$ cat src/swre_pkg.sv
// shared constants, types and token codes of the short window repeat encoder
// depends on nothing; every other file of the block uses it
package swre_pkg;

	localparam int WINDOW_BYTES = 32;
	localparam int MAX_MATCH = 8;
	localparam int HV_W = $clog2(WINDOW_BYTES + 1);
	localparam int FILL_W = $clog2(MAX_MATCH + 1);
	localparam int LEN_W = $clog2(MAX_MATCH + 1);
	localparam int DIST_W = $clog2(WINDOW_BYTES + 1);
	localparam int OFS_W = $clog2(WINDOW_BYTES);
	localparam int LM1_W = $clog2(MAX_MATCH);
	localparam int SEL_GROUP = 4;
	localparam int SEL_GROUPS = WINDOW_BYTES / SEL_GROUP;

	localparam logic [7:0] LITERAL_MARK = 8'hFF;
	localparam logic [1:0] SIZE_MATCH = 2'd1;
	localparam logic [1:0] SIZE_LITERAL = 2'd2;

	typedef logic [7:0] byte_t;
	typedef logic [MAX_MATCH-1:0][7:0] look_t;

	typedef struct packed {
		logic [LEN_W-1:0] len;
		logic [DIST_W-1:0] distance;
	} best_t;

	typedef struct packed {
		byte_t first;
		byte_t second;
		logic [1:0] size;
		logic last;
	} token_t;

endpackage

$ cat src/swre_ifs.sv
// handshake channels of the encoder: raw byte beats in, token beats out
// depends on swre_pkg for the byte type
interface swre_raw_if;
	logic valid;
	logic ready;
	swre_pkg::byte_t data_byte;
	logic final_byte;
	modport source(output valid, output data_byte, output final_byte, input ready);
	modport sink(input valid, input data_byte, input final_byte, output ready);
endinterface

interface swre_tok_if;
	logic valid;
	logic ready;
	swre_pkg::byte_t token_first;
	swre_pkg::byte_t token_second;
	logic [1:0] token_size;
	logic stream_end;
	modport source(output valid, output token_first, output token_second,
		output token_size, output stream_end, input ready);
	modport sink(input valid, input token_first, input token_second,
		input token_size, input stream_end, output ready);
endinterface

$ cat src/swre_cell.sv
// one history cell: holds a byte, takes its neighbor's byte on a shift
// and compares its byte against every lookahead byte; depends on swre_pkg
module swre_cell (
	input logic clk,
	input logic shift_en,
	input swre_pkg::byte_t shift_in,
	input swre_pkg::look_t look,
	output swre_pkg::byte_t held,
	output logic [swre_pkg::MAX_MATCH-1:0] eq
);
	import swre_pkg::*;

	byte_t held_q;

	always_ff @(posedge clk) begin
		if (shift_en) begin
			held_q <= shift_in;
		end
	end

	always_comb begin
		for (int j = 0; j < MAX_MATCH; j++) begin
			eq[j] = (held_q == look[j]);
		end
	end

	assign held = held_q;

endmodule

$ cat src/swre_select.sv
// match length per distance and a two-stage registered max tree
// depends on swre_pkg; fed by the compare bits of the cell row
module swre_select (
	input logic clk,
	input logic [swre_pkg::WINDOW_BYTES-1:0][swre_pkg::MAX_MATCH-1:0] cmp,
	input logic [swre_pkg::HV_W-1:0] hist_valid,
	input logic [swre_pkg::FILL_W-1:0] avail,
	output swre_pkg::best_t best
);
	import swre_pkg::*;

	logic [WINDOW_BYTES-1:0][MAX_MATCH-1:0] hit;
	logic [WINDOW_BYTES-1:0] dist_ok;
	logic [WINDOW_BYTES-1:0][LEN_W-1:0] len_d;
	best_t grp_c [SEL_GROUPS];
	best_t grp_s1 [SEL_GROUPS];
	best_t top_c;
	best_t best_s2;

	// distance gi+1 looks at cell gi-gj for lookahead byte gj
	for (genvar gi = 0; gi < WINDOW_BYTES; gi++) begin : g_dist
		assign dist_ok[gi] = (HV_W'(gi + 1) <= hist_valid);
		for (genvar gj = 0; gj < MAX_MATCH; gj++) begin : g_tap
			if (gj <= gi) begin : g_on
				assign hit[gi][gj] = cmp[gi-gj][gj] && (FILL_W'(gj) < avail);
			end else begin : g_off
				assign hit[gi][gj] = 1'b0;
			end
		end
	end

	// leading run of hits
	always_comb begin
		logic run;
		for (int i = 0; i < WINDOW_BYTES; i++) begin
			run = dist_ok[i];
			len_d[i] = '0;
			for (int j = 0; j < MAX_MATCH; j++) begin
				run = run & hit[i][j];
				len_d[i] = len_d[i] + LEN_W'(run);
			end
		end
	end

	// ascending scan with >= so the greater distance wins a tie
	always_comb begin
		for (int g = 0; g < SEL_GROUPS; g++) begin
			grp_c[g].len = '0;
			grp_c[g].distance = DIST_W'(g * SEL_GROUP + 1);
			for (int k = 0; k < SEL_GROUP; k++) begin
				if (len_d[g*SEL_GROUP+k] >= grp_c[g].len) begin
					grp_c[g].len = len_d[g*SEL_GROUP+k];
					grp_c[g].distance = DIST_W'(g * SEL_GROUP + k + 1);
				end
			end
		end
	end

	always_comb begin
		top_c = grp_s1[0];
		for (int g = 1; g < SEL_GROUPS; g++) begin
			if (grp_s1[g].len >= top_c.len) begin
				top_c = grp_s1[g];
			end
		end
	end

	always_ff @(posedge clk) begin
		for (int g = 0; g < SEL_GROUPS; g++) begin
			grp_s1[g] <= grp_c[g];
		end
		best_s2 <= top_c;
	end

	assign best = best_s2;

endmodule

$ cat src/short_window_repeat_encoder.sv
// Short window LZ77 encoder. Raw bytes come in as beats on raw; tokens leave
// as beats on tokens. The first byte of a chunk leaves at once as a literal
// pair (255, byte). Later bytes collect in an 8-byte lookahead; once it is full,
// or on the final byte, the longest earlier match within the last 32 bytes is
// looked up (ties go to the greater distance) and sent as one match byte
// (len-1) | ((32-dist)<<3), or as a literal pair when nothing matches. The
// final byte flushes the lookahead and stream_end marks the chunk's last
// token; the encoder then starts over for the next chunk. A byte that does
// not fill the lookahead leaves the encoder idle and ready for the next byte.
// A byte that fills it starts a search: the registered max tree (S_SRCH1,
// S_SRCH2), then S_TOKEN loads the token register once it is free, then
// S_SHIFT shifts the history row by one cell per byte the token covers (L,
// 1 to 8). A final byte does the same, and each further token of the flush
// runs again from S_SRCH1. No clearing pass after reset.
// depends on swre_pkg, swre_ifs, swre_cell and swre_select
module short_window_repeat_encoder (
	input logic clk,
	input logic arst_n,
	swre_raw_if.sink raw,
	swre_tok_if.source tokens
);
	import swre_pkg::*;

	typedef enum logic [4:0] {
		S_IDLE  = 5'b00001,
		S_SRCH1 = 5'b00010,
		S_SRCH2 = 5'b00100,
		S_TOKEN = 5'b01000,
		S_SHIFT = 5'b10000
	} state_t;

	state_t state_q;
	look_t look_q;
	logic [FILL_W-1:0] fill_q;
	logic [HV_W-1:0] hist_valid_q;
	logic first_q;
	logic flush_q;
	logic [LEN_W-1:0] cnt_q;
	logic out_valid_q;
	token_t tok_q;

	// history row: cell 0 holds the newest byte
	logic [WINDOW_BYTES-1:0][7:0] hist_byte;
	logic [WINDOW_BYTES-1:0][MAX_MATCH-1:0] cmp;
	best_t best;

	logic accept;
	logic out_free;
	logic hist_shift;
	byte_t hist_in;
	logic ld_first;
	logic ld_tok;
	logic lit;
	logic [LEN_W-1:0] consume;
	logic [LEN_W-1:0] len_m1;
	logic [DIST_W-1:0] dist_ofs;
	token_t tok_c;

	assign accept = raw.valid && raw.ready;
	assign out_free = !out_valid_q || tokens.ready;
	// a first byte needs the token register free right away
	assign raw.ready = (state_q == S_IDLE) && (first_q || !out_valid_q);

	assign ld_first = accept && !first_q;
	assign ld_tok = (state_q == S_TOKEN) && out_free;

	// the history shifts on a chunk's first byte, unless it is final, and on each consumed byte
	assign hist_shift = (state_q == S_SHIFT) || (ld_first && !raw.final_byte);
	assign hist_in = (state_q == S_IDLE) ? raw.data_byte : look_q[0];

	for (genvar gk = 0; gk < WINDOW_BYTES; gk++) begin : g_cell
		if (gk == 0) begin : g_head
			swre_cell u_cell (
				.clk(clk),
				.shift_en(hist_shift),
				.shift_in(hist_in),
				.look(look_q),
				.held(hist_byte[gk]),
				.eq(cmp[gk])
			);
		end else begin : g_body
			swre_cell u_cell (
				.clk(clk),
				.shift_en(hist_shift),
				.shift_in(hist_byte[gk-1]),
				.look(look_q),
				.held(hist_byte[gk]),
				.eq(cmp[gk])
			);
		end
	end

	swre_select u_select (
		.clk(clk),
		.cmp(cmp),
		.hist_valid(hist_valid_q),
		.avail(fill_q),
		.best(best)
	);

	// token built from the tree result
	assign lit = (best.len == '0);
	assign consume = lit ? LEN_W'(1) : best.len;
	assign len_m1 = best.len - LEN_W'(1);
	assign dist_ofs = DIST_W'(WINDOW_BYTES) - best.distance;

	always_comb begin
		if (ld_first) begin
			tok_c.first = LITERAL_MARK;
			tok_c.second = raw.data_byte;
			tok_c.size = SIZE_LITERAL;
			tok_c.last = raw.final_byte;
		end else if (lit) begin
			tok_c.first = LITERAL_MARK;
			tok_c.second = look_q[0];
			tok_c.size = SIZE_LITERAL;
			tok_c.last = flush_q && (consume == LEN_W'(fill_q));
		end else begin
			tok_c.first = {dist_ofs[OFS_W-1:0], len_m1[LM1_W-1:0]};
			tok_c.second = '0;
			tok_c.size = SIZE_MATCH;
			tok_c.last = flush_q && (consume == LEN_W'(fill_q));
		end
	end

	// lookahead bytes: appended at the fill point, shifted out at the head
	always_ff @(posedge clk) begin
		if (accept && first_q) begin
			look_q[fill_q[LM1_W-1:0]] <= raw.data_byte;
		end else if (state_q == S_SHIFT) begin
			for (int j = 0; j < MAX_MATCH - 1; j++) begin
				look_q[j] <= look_q[j+1];
			end
		end
	end

	// token register payload
	always_ff @(posedge clk) begin
		if (ld_first || ld_tok) begin
			tok_q <= tok_c;
		end
	end

	always_ff @(posedge clk or negedge arst_n) begin
		if (!arst_n) begin
			out_valid_q <= 1'b0;
		end else if (ld_first || ld_tok) begin
			out_valid_q <= 1'b1;
		end else if (tokens.ready) begin
			out_valid_q <= 1'b0;
		end
	end

	// sequencer
	always_ff @(posedge clk or negedge arst_n) begin
		if (!arst_n) begin
			state_q <= S_IDLE;
			fill_q <= '0;
			hist_valid_q <= '0;
			first_q <= 1'b0;
			flush_q <= 1'b0;
			cnt_q <= '0;
		end else begin
			unique case (state_q)
				S_IDLE: begin
					if (accept && !first_q) begin
						// a final first byte leaves everything in reset state
						if (!raw.final_byte) begin
							first_q <= 1'b1;
							hist_valid_q <= HV_W'(1);
						end
					end else if (accept) begin
						fill_q <= fill_q + FILL_W'(1);
						if (raw.final_byte) begin
							flush_q <= 1'b1;
							state_q <= S_SRCH1;
						end else if (fill_q + FILL_W'(1) == FILL_W'(MAX_MATCH)) begin
							state_q <= S_SRCH1;
						end
					end
				end
				S_SRCH1: begin
					state_q <= S_SRCH2;
				end
				S_SRCH2: begin
					state_q <= S_TOKEN;
				end
				S_TOKEN: begin
					if (out_free) begin
						cnt_q <= consume;
						state_q <= S_SHIFT;
					end
				end
				S_SHIFT: begin
					fill_q <= fill_q - FILL_W'(1);
					cnt_q <= cnt_q - LEN_W'(1);
					if (hist_valid_q != HV_W'(WINDOW_BYTES)) begin
						hist_valid_q <= hist_valid_q + HV_W'(1);
					end
					if (cnt_q == LEN_W'(1)) begin
						if (flush_q && fill_q == FILL_W'(1)) begin
							// chunk done: back to the reset state
							fill_q <= '0;
							hist_valid_q <= '0;
							first_q <= 1'b0;
							flush_q <= 1'b0;
							state_q <= S_IDLE;
						end else if (flush_q) begin
							state_q <= S_SRCH1;
						end else begin
							state_q <= S_IDLE;
						end
					end
				end
				default: begin
					state_q <= S_IDLE;
				end
			endcase
		end
	end

	assign tokens.valid = out_valid_q;
	assign tokens.token_first = tok_q.first;
	assign tokens.token_second = tok_q.second;
	assign tokens.token_size = tok_q.size;
	assign tokens.stream_end = tok_q.last;

endmodule

$ cat src/flat_wrapper.sv
// flat-port wrapper written by rule: the top's interface ports become plain ports
module short_window_repeat_encoder_flat import swre_pkg::*;
  (clk, arst_n, raw_valid, raw_data_byte, raw_final_byte, raw_ready, tokens_valid, tokens_token_first, tokens_token_second, tokens_token_size, tokens_stream_end, tokens_ready);
  swre_raw_if raw_i ();
  swre_tok_if tokens_i ();
  input logic clk;
  input logic arst_n;
  input wire logic [$bits(raw_i.valid)-1:0] raw_valid;
  input wire logic [$bits(raw_i.data_byte)-1:0] raw_data_byte;
  input wire logic [$bits(raw_i.final_byte)-1:0] raw_final_byte;
  output wire logic [$bits(raw_i.ready)-1:0] raw_ready;
  output wire logic [$bits(tokens_i.valid)-1:0] tokens_valid;
  output wire logic [$bits(tokens_i.token_first)-1:0] tokens_token_first;
  output wire logic [$bits(tokens_i.token_second)-1:0] tokens_token_second;
  output wire logic [$bits(tokens_i.token_size)-1:0] tokens_token_size;
  output wire logic [$bits(tokens_i.stream_end)-1:0] tokens_stream_end;
  input wire logic [$bits(tokens_i.ready)-1:0] tokens_ready;
  assign raw_i.valid = raw_valid;
  assign raw_i.data_byte = raw_data_byte;
  assign raw_i.final_byte = raw_final_byte;
  assign raw_ready = raw_i.ready;
  assign tokens_valid = tokens_i.valid;
  assign tokens_token_first = tokens_i.token_first;
  assign tokens_token_second = tokens_i.token_second;
  assign tokens_token_size = tokens_i.token_size;
  assign tokens_stream_end = tokens_i.stream_end;
  assign tokens_i.ready = tokens_ready;
  short_window_repeat_encoder u_core (.clk(clk), .arst_n(arst_n), .raw(raw_i), .tokens(tokens_i));
endmodule
$ cat config.mk
export PLATFORM = sky130hd
export DESIGN_NAME = short_window_repeat_encoder_flat
export DESIGN_NICKNAME = d
export VERILOG_FILES = /design/src/swre_pkg.sv /design/src/swre_ifs.sv /design/src/swre_cell.sv /design/src/swre_select.sv /design/src/short_window_repeat_encoder.sv /design/src/flat_wrapper.sv
export SDC_FILE = /design/constraint.sdc
export NUM_CORES = 2
export LEC_CHECK = 0
export BUFFER_PORTS_ARGS = -buffer_cell sky130_fd_sc_hd__buf_2
export CORE_MARGIN = 5
export CORE_UTILIZATION = 65
export CTS_BUF_LIST = sky130_fd_sc_hd__clkbuf_8
export CTS_CLUSTER_DIAMETER = 30
export DETAILED_ROUTE_END_ITERATION = 6
export MAX_ROUTING_LAYER = met4
export PLACE_DENSITY_LB_ADDON = 0.15
export SYNTH_ARGS = -nofsm -noshare
export SYNTH_HDL_FRONTEND = slang
export SYNTH_HIERARCHICAL = 1
export SYNTH_SLANG_ARGS = --single-unit
$ cat constraint.sdc
create_clock -name clk -period 24.7 [get_ports clk]
set_input_delay 1.235 -clock clk [delete_from_list [all_inputs] [get_ports clk]]
set_output_delay 1.235 -clock clk [all_outputs]
set_load 0.05 [all_outputs]
# Yosys cells after proc, flatten, opt, wreduce, memory -nomap -nowiden

Memory sizes are Yosys's and may differ from the RTL's.
Cells that the tools add are included.

Bits in registers: 370
Output and inout bits: 21
Bits of input ports: 13
RAM bits: 80
Logic and storage cells: 1149
Memories: 1

Memory list:

| memory                 | words | bits a word | rd ports | clocked after Yosys merged registers in | write ports | line              | text |
|---|---|---|---|---|---|---|---|
| u_core.u_select.grp_s1 | 8     | 10          | 8        | 0                                       | 8           | swre_select.sv:16 | `best_t grp_s1 [SEL_GROUPS];` |

Add/subtract/negate cells: 202
Magnitude comparators: 81
Bitwise operators: 228
Reductions and logical operators: 256
Muxes and demuxes: 81
Equality and inequality tests: 247

Operators with widths:

| operator           | number |
|---|---|
| $eq 8x8->1         | 228 |
| $add 4x1->4        | 106 |
| $mux 10            | 38 |
| $logic_and 1x1->1  | 237 |
| $and 1x1->1        | 228 |
| $add 3x1->4        | 29 |
| $ge 4x4->1         | 29 |
| $mux 56            | 2 |
| $le 5x6->1 const A | 16 |
| $add 2x1->3        | 30 |
| $bwmux 64          | 1 |
| $add 1x1->2        | 31 |
| $le 4x6->1 const A | 8 |
| $mux 5             | 7 |
| $mux 6             | 5 |
| $ge 4x1->1 const B | 7 |
| $pmux 5 s5         | 1 |
| $demux 8 s3        | 1 |
| $le 3x6->1 const A | 4 |
| $mux 4             | 6 |
| $mux 11            | 2 |
| $lt 3x4->1 const A | 4 |
| $mux 8             | 2 |
| $pmux 4 s2         | 2 |
| 41 further kinds   | 71 |

# Logic depth before layout (Yosys ltp)

Depth in word-level cells: 19
Mapped depth: 50
Mapped depth without buffers: 47

# Cells and area by module

The synthesis kept the hierarchy.

By module, submodules not included:

| module                      | cells an instance | area an instance (um^2) | instances | sequential area each (um^2) |
|---|---|---|---|---|
| swre_cell                   | 104               | 1021.0                  | 32        | 240.2 |
| swre_select                 | 1441              | 11338.4                 | 1         | 1381.3 |
| short_window_repeat_encoder | 447               | 5058.6                  | 1         | 3044.2 |

# Worst setup path after synthesis

OpenSTA, ideal clock, no wires.

Path kind: register to register
From: memory u_core/u_select/grp_s1[0][8] (netlist bit)
To: register u_core.u_select.best_s2 (netlist bit u_core/u_select/best[6])
Arrival time: 9786 ps
Clock period less this slack: 9908 ps
Buffers on the path: 3
Setup time: 121 ps
Cell stages (with the launch flop): 48
Data required time: 24579 ps
Path slack: 14792 ps
Cells stage by stage: dfxtp_1 > inv_1 > ha_1 > a211oi_2 > o21a_4 > nand2_1 > o21ai_0 > ha_1 > nand2b_1 > a21o_1 > o21ai_0 > a22o_1 > buf_6 > mux2_4 > ha_1 > nand2b_1 > a21oi_1 > nor2_1 > [... 12 more ...] > a21o_1 > a31o_2 > a311oi_1 > clkbuf_1 > mux2_4 > ha_1 > inv_1 > a21oi_1 > inv_1 > a221oi_1 > nor2_2 > mux2_4 > ha_1 > nand2b_1 > a21o_1 > a21o_1 > a21oi_1 > mux2_4

RTL lines:

| item                   | line              | text |
|---|---|---|
| start: declaration     | swre_select.sv:16 |  |
| end signal: assignment | swre_select.sv:72 | `best_s2 <= top_c;` |
| end: declaration       | swre_select.sv:18 | `best_t best_s2;` |

==> flow_summary.toml <==
[detailed_routing]
drt-vias-per-instance = 6.73
vias = 39700
drt_pass1_iterations = 7
dr.first_iter.drc_count = 5963
drt-wirelength-per-cell_um = 29.8
ant_nets = 0
drc = 3
drt-total-wl_um = 175000

[power_and_ir_drop]
ir_worst_vdd_mv = 0.0873
p_leak_nw = 15.9
powerDensity_mw_per_mm2 = 80.4

[sta]
finalHoldViolCount = 0
min_period_over_period_pct = 45.0
timing.final.crit_period_ns = 11.11
final.setup.tns_ns = 0
setup_viol = 0
slew_headroom_pct = 26.9
slew_viol_final = 0
worst_pin_slew_ns = 1.09
grt_setup_unrepaired = "false"
final.setup_skew_ns = 0.0710
clock.fmax_mhz = 90.0

[grt]
grt_max_degree = 128
antenna_found_initial = 6
grt_pass1_vias = 37100
grt_overflow_total = 0
grt_pass1_wl_um = 250000
grt.total_usage_pct = 44.7

[worst_setup_path]
crit_top_cell = "ha_1"
crit_path_start_kind = "register"
criticalPathCategory = "register to register"
required_ns = 25.36
cpMaxStageDelayCell = "a2111oi_4"
crit_fanout = 12
critical_path_buf_inv_count = 5
cp.arrival_ns = 11.77
crit_path_start = "u_core/u_select/grp_s1[0][8]"
slowest_delay_ns = 0.78
crit_family = "compound AO/OA/AOI/OAI gates"
end_kind = "register"
r2r_start = "u_core/u_select/grp_s1[0][8]"

[place]
dp_hpwl_um = 111000
portBuffers = 33
place_area_mm2 = 0.0457
globalplace.congestion = 1.04

[clocking]
h-tree-depth = 3
cts-hold-fix-buffers = 0
cts_setup_buffers = 0
clkLatencyLatePin_ns = 0.77
clkTransAtPathRegs_ns = 0.06
cts_sinks = 428
cts_root_buf = "clkbuf_8"
cts_buffers = 107
cts_resized = 0
cts_tree = "yes"
clockBufferDepth = 3

[synthesis]
yosysWarnings = 6
syn_avg_cell_area_um2 = 9.50
syn-instance-count = 4905
synth_nets = 5205
syn-cell-area_mm2 = 0.0466

[worst_hold_path]
min-delay-path-class = "input pin to async pin"

[status]
status = "finished with violations"
failed_checks = "design-rule violations"

[layout]
area_delta_synth_final_pct = 3.42
nFillCells = 5713
nNetsFinal = 5146
drive_gt1_share_pct = 7.82
design_area_mm2 = 0.0482

[floorplan]
core_area_mm2 = 0.0712
fp.dieW_um = 278
chipHeight_um = 278
initial_core_util_pct = 65.4
num_io_pins = 34
rows = 98
die_area_mm2 = 0.0772

[job]
cap_viol_max_count = 0
registers in the layout, indices dropped and copies added (netlist names), 2 cells and up:
| name | flops |
|---|---|
| u_core/g_cell.g_body.u_cell/held | 248 |
| u_core/cnt_q | 4 |
| u_core/tokens.token_second | 8 |
| u_core/hist_valid_q | 6 |
| u_core/u_select/best | 9 |
| u_core/g_cell.g_head.u_cell/held | 8 |
| u_core/look_q | 64 |
| u_core/u_select/grp_s1 | 58 |
| u_core/state_q | 5 |
| u_core/tokens.token_first | 8 |
| u_core/tokens.token_size | 2 |
| u_core/fill_q | 4 |
metrics by stage:
step	hold WS, ns	total power [W]	util (%)	worst slack [ns]	std cells
2_1_floorplan	0.401	0.00235	-	14.79	4905
3_3_place_gp	0.476	0.00273	64.2	13.77	5687
3_5_place_dp	0.478	0.00278	64.2	13.71	5687
4_1_cts	0.437	0.00378	67.6	13.67	5886
5_1_grt	0.480	0.00395	67.7	12.74	5890
6_report	0.459	0.00387	67.7	13.59	5891
layer usage:
layer,wire length [µm],global-route usage [%],vias to the layer above,part of all wire (%)
li1,-,-,16500,-
met1,61200,54.5,18600,35
met2,69000,60.7,3376,39
met3,28700,17.2,1138,16
met4,16600,30.7,0,9.4
met5,0,-,-,0
final timing paths:
| path | slack, ns | to | depth (start not counted) |
|---|---|---|---|
| setup / recovery | 13.59 | u_core/u_select/best[6] | 45 |
| hold / removal | 0.46 | u_core/state_q[2] | 1 |
| setup reg to reg | 13.59 | u_core/u_select/best[6] | 45 |
| hold reg to reg | 0.49 | u_core/cnt_q[3] | 1 |
| max in group asynchronous | 23.83 | u_core/fill_q[3] | 1 |
| min in group clk | 0.49 | u_core/cnt_q[3] | 1 |
where the power goes:
group | internal [W] | switching, W | total (W) | leakage [nW]
registers | 0.000915 | 0.000247 | 0.00116 | 3.87
logic | 0.000659 | 0.00105 | 0.00171 | 10.8
clock network | 0.000591 | 0.000416 | 0.00101 | 1.27
placed cells by master, fill, tap and decap left out, types with 81 or more instances in the layout:
cell      count
xnor2_1    1836
nand4_1     485
edfxtp_1    339
buf_4       120
nor2_1      306
o21ai_0      96
inv_1       221
a21oi_1     101
ha_1        206
fa_1         81
clkbuf_8    111
nand2_1     271
nand3_1     105
area by class of cell:
cell class              instances  area [µm²]  share of cell area, %
multi-input cells            3948       30600                   63.5
well taps                     950        1190                   2.47
inverters                     208         788                   1.64
diodes                          5        12.5                 0.0260
clock buffers                 111        1530                   3.17
flip-flops and latches        428       12100                   25.1
repair buffers                153        1070                   2.21
clock inverters                88         947                   1.97
(Power assumes the default switching activity.)
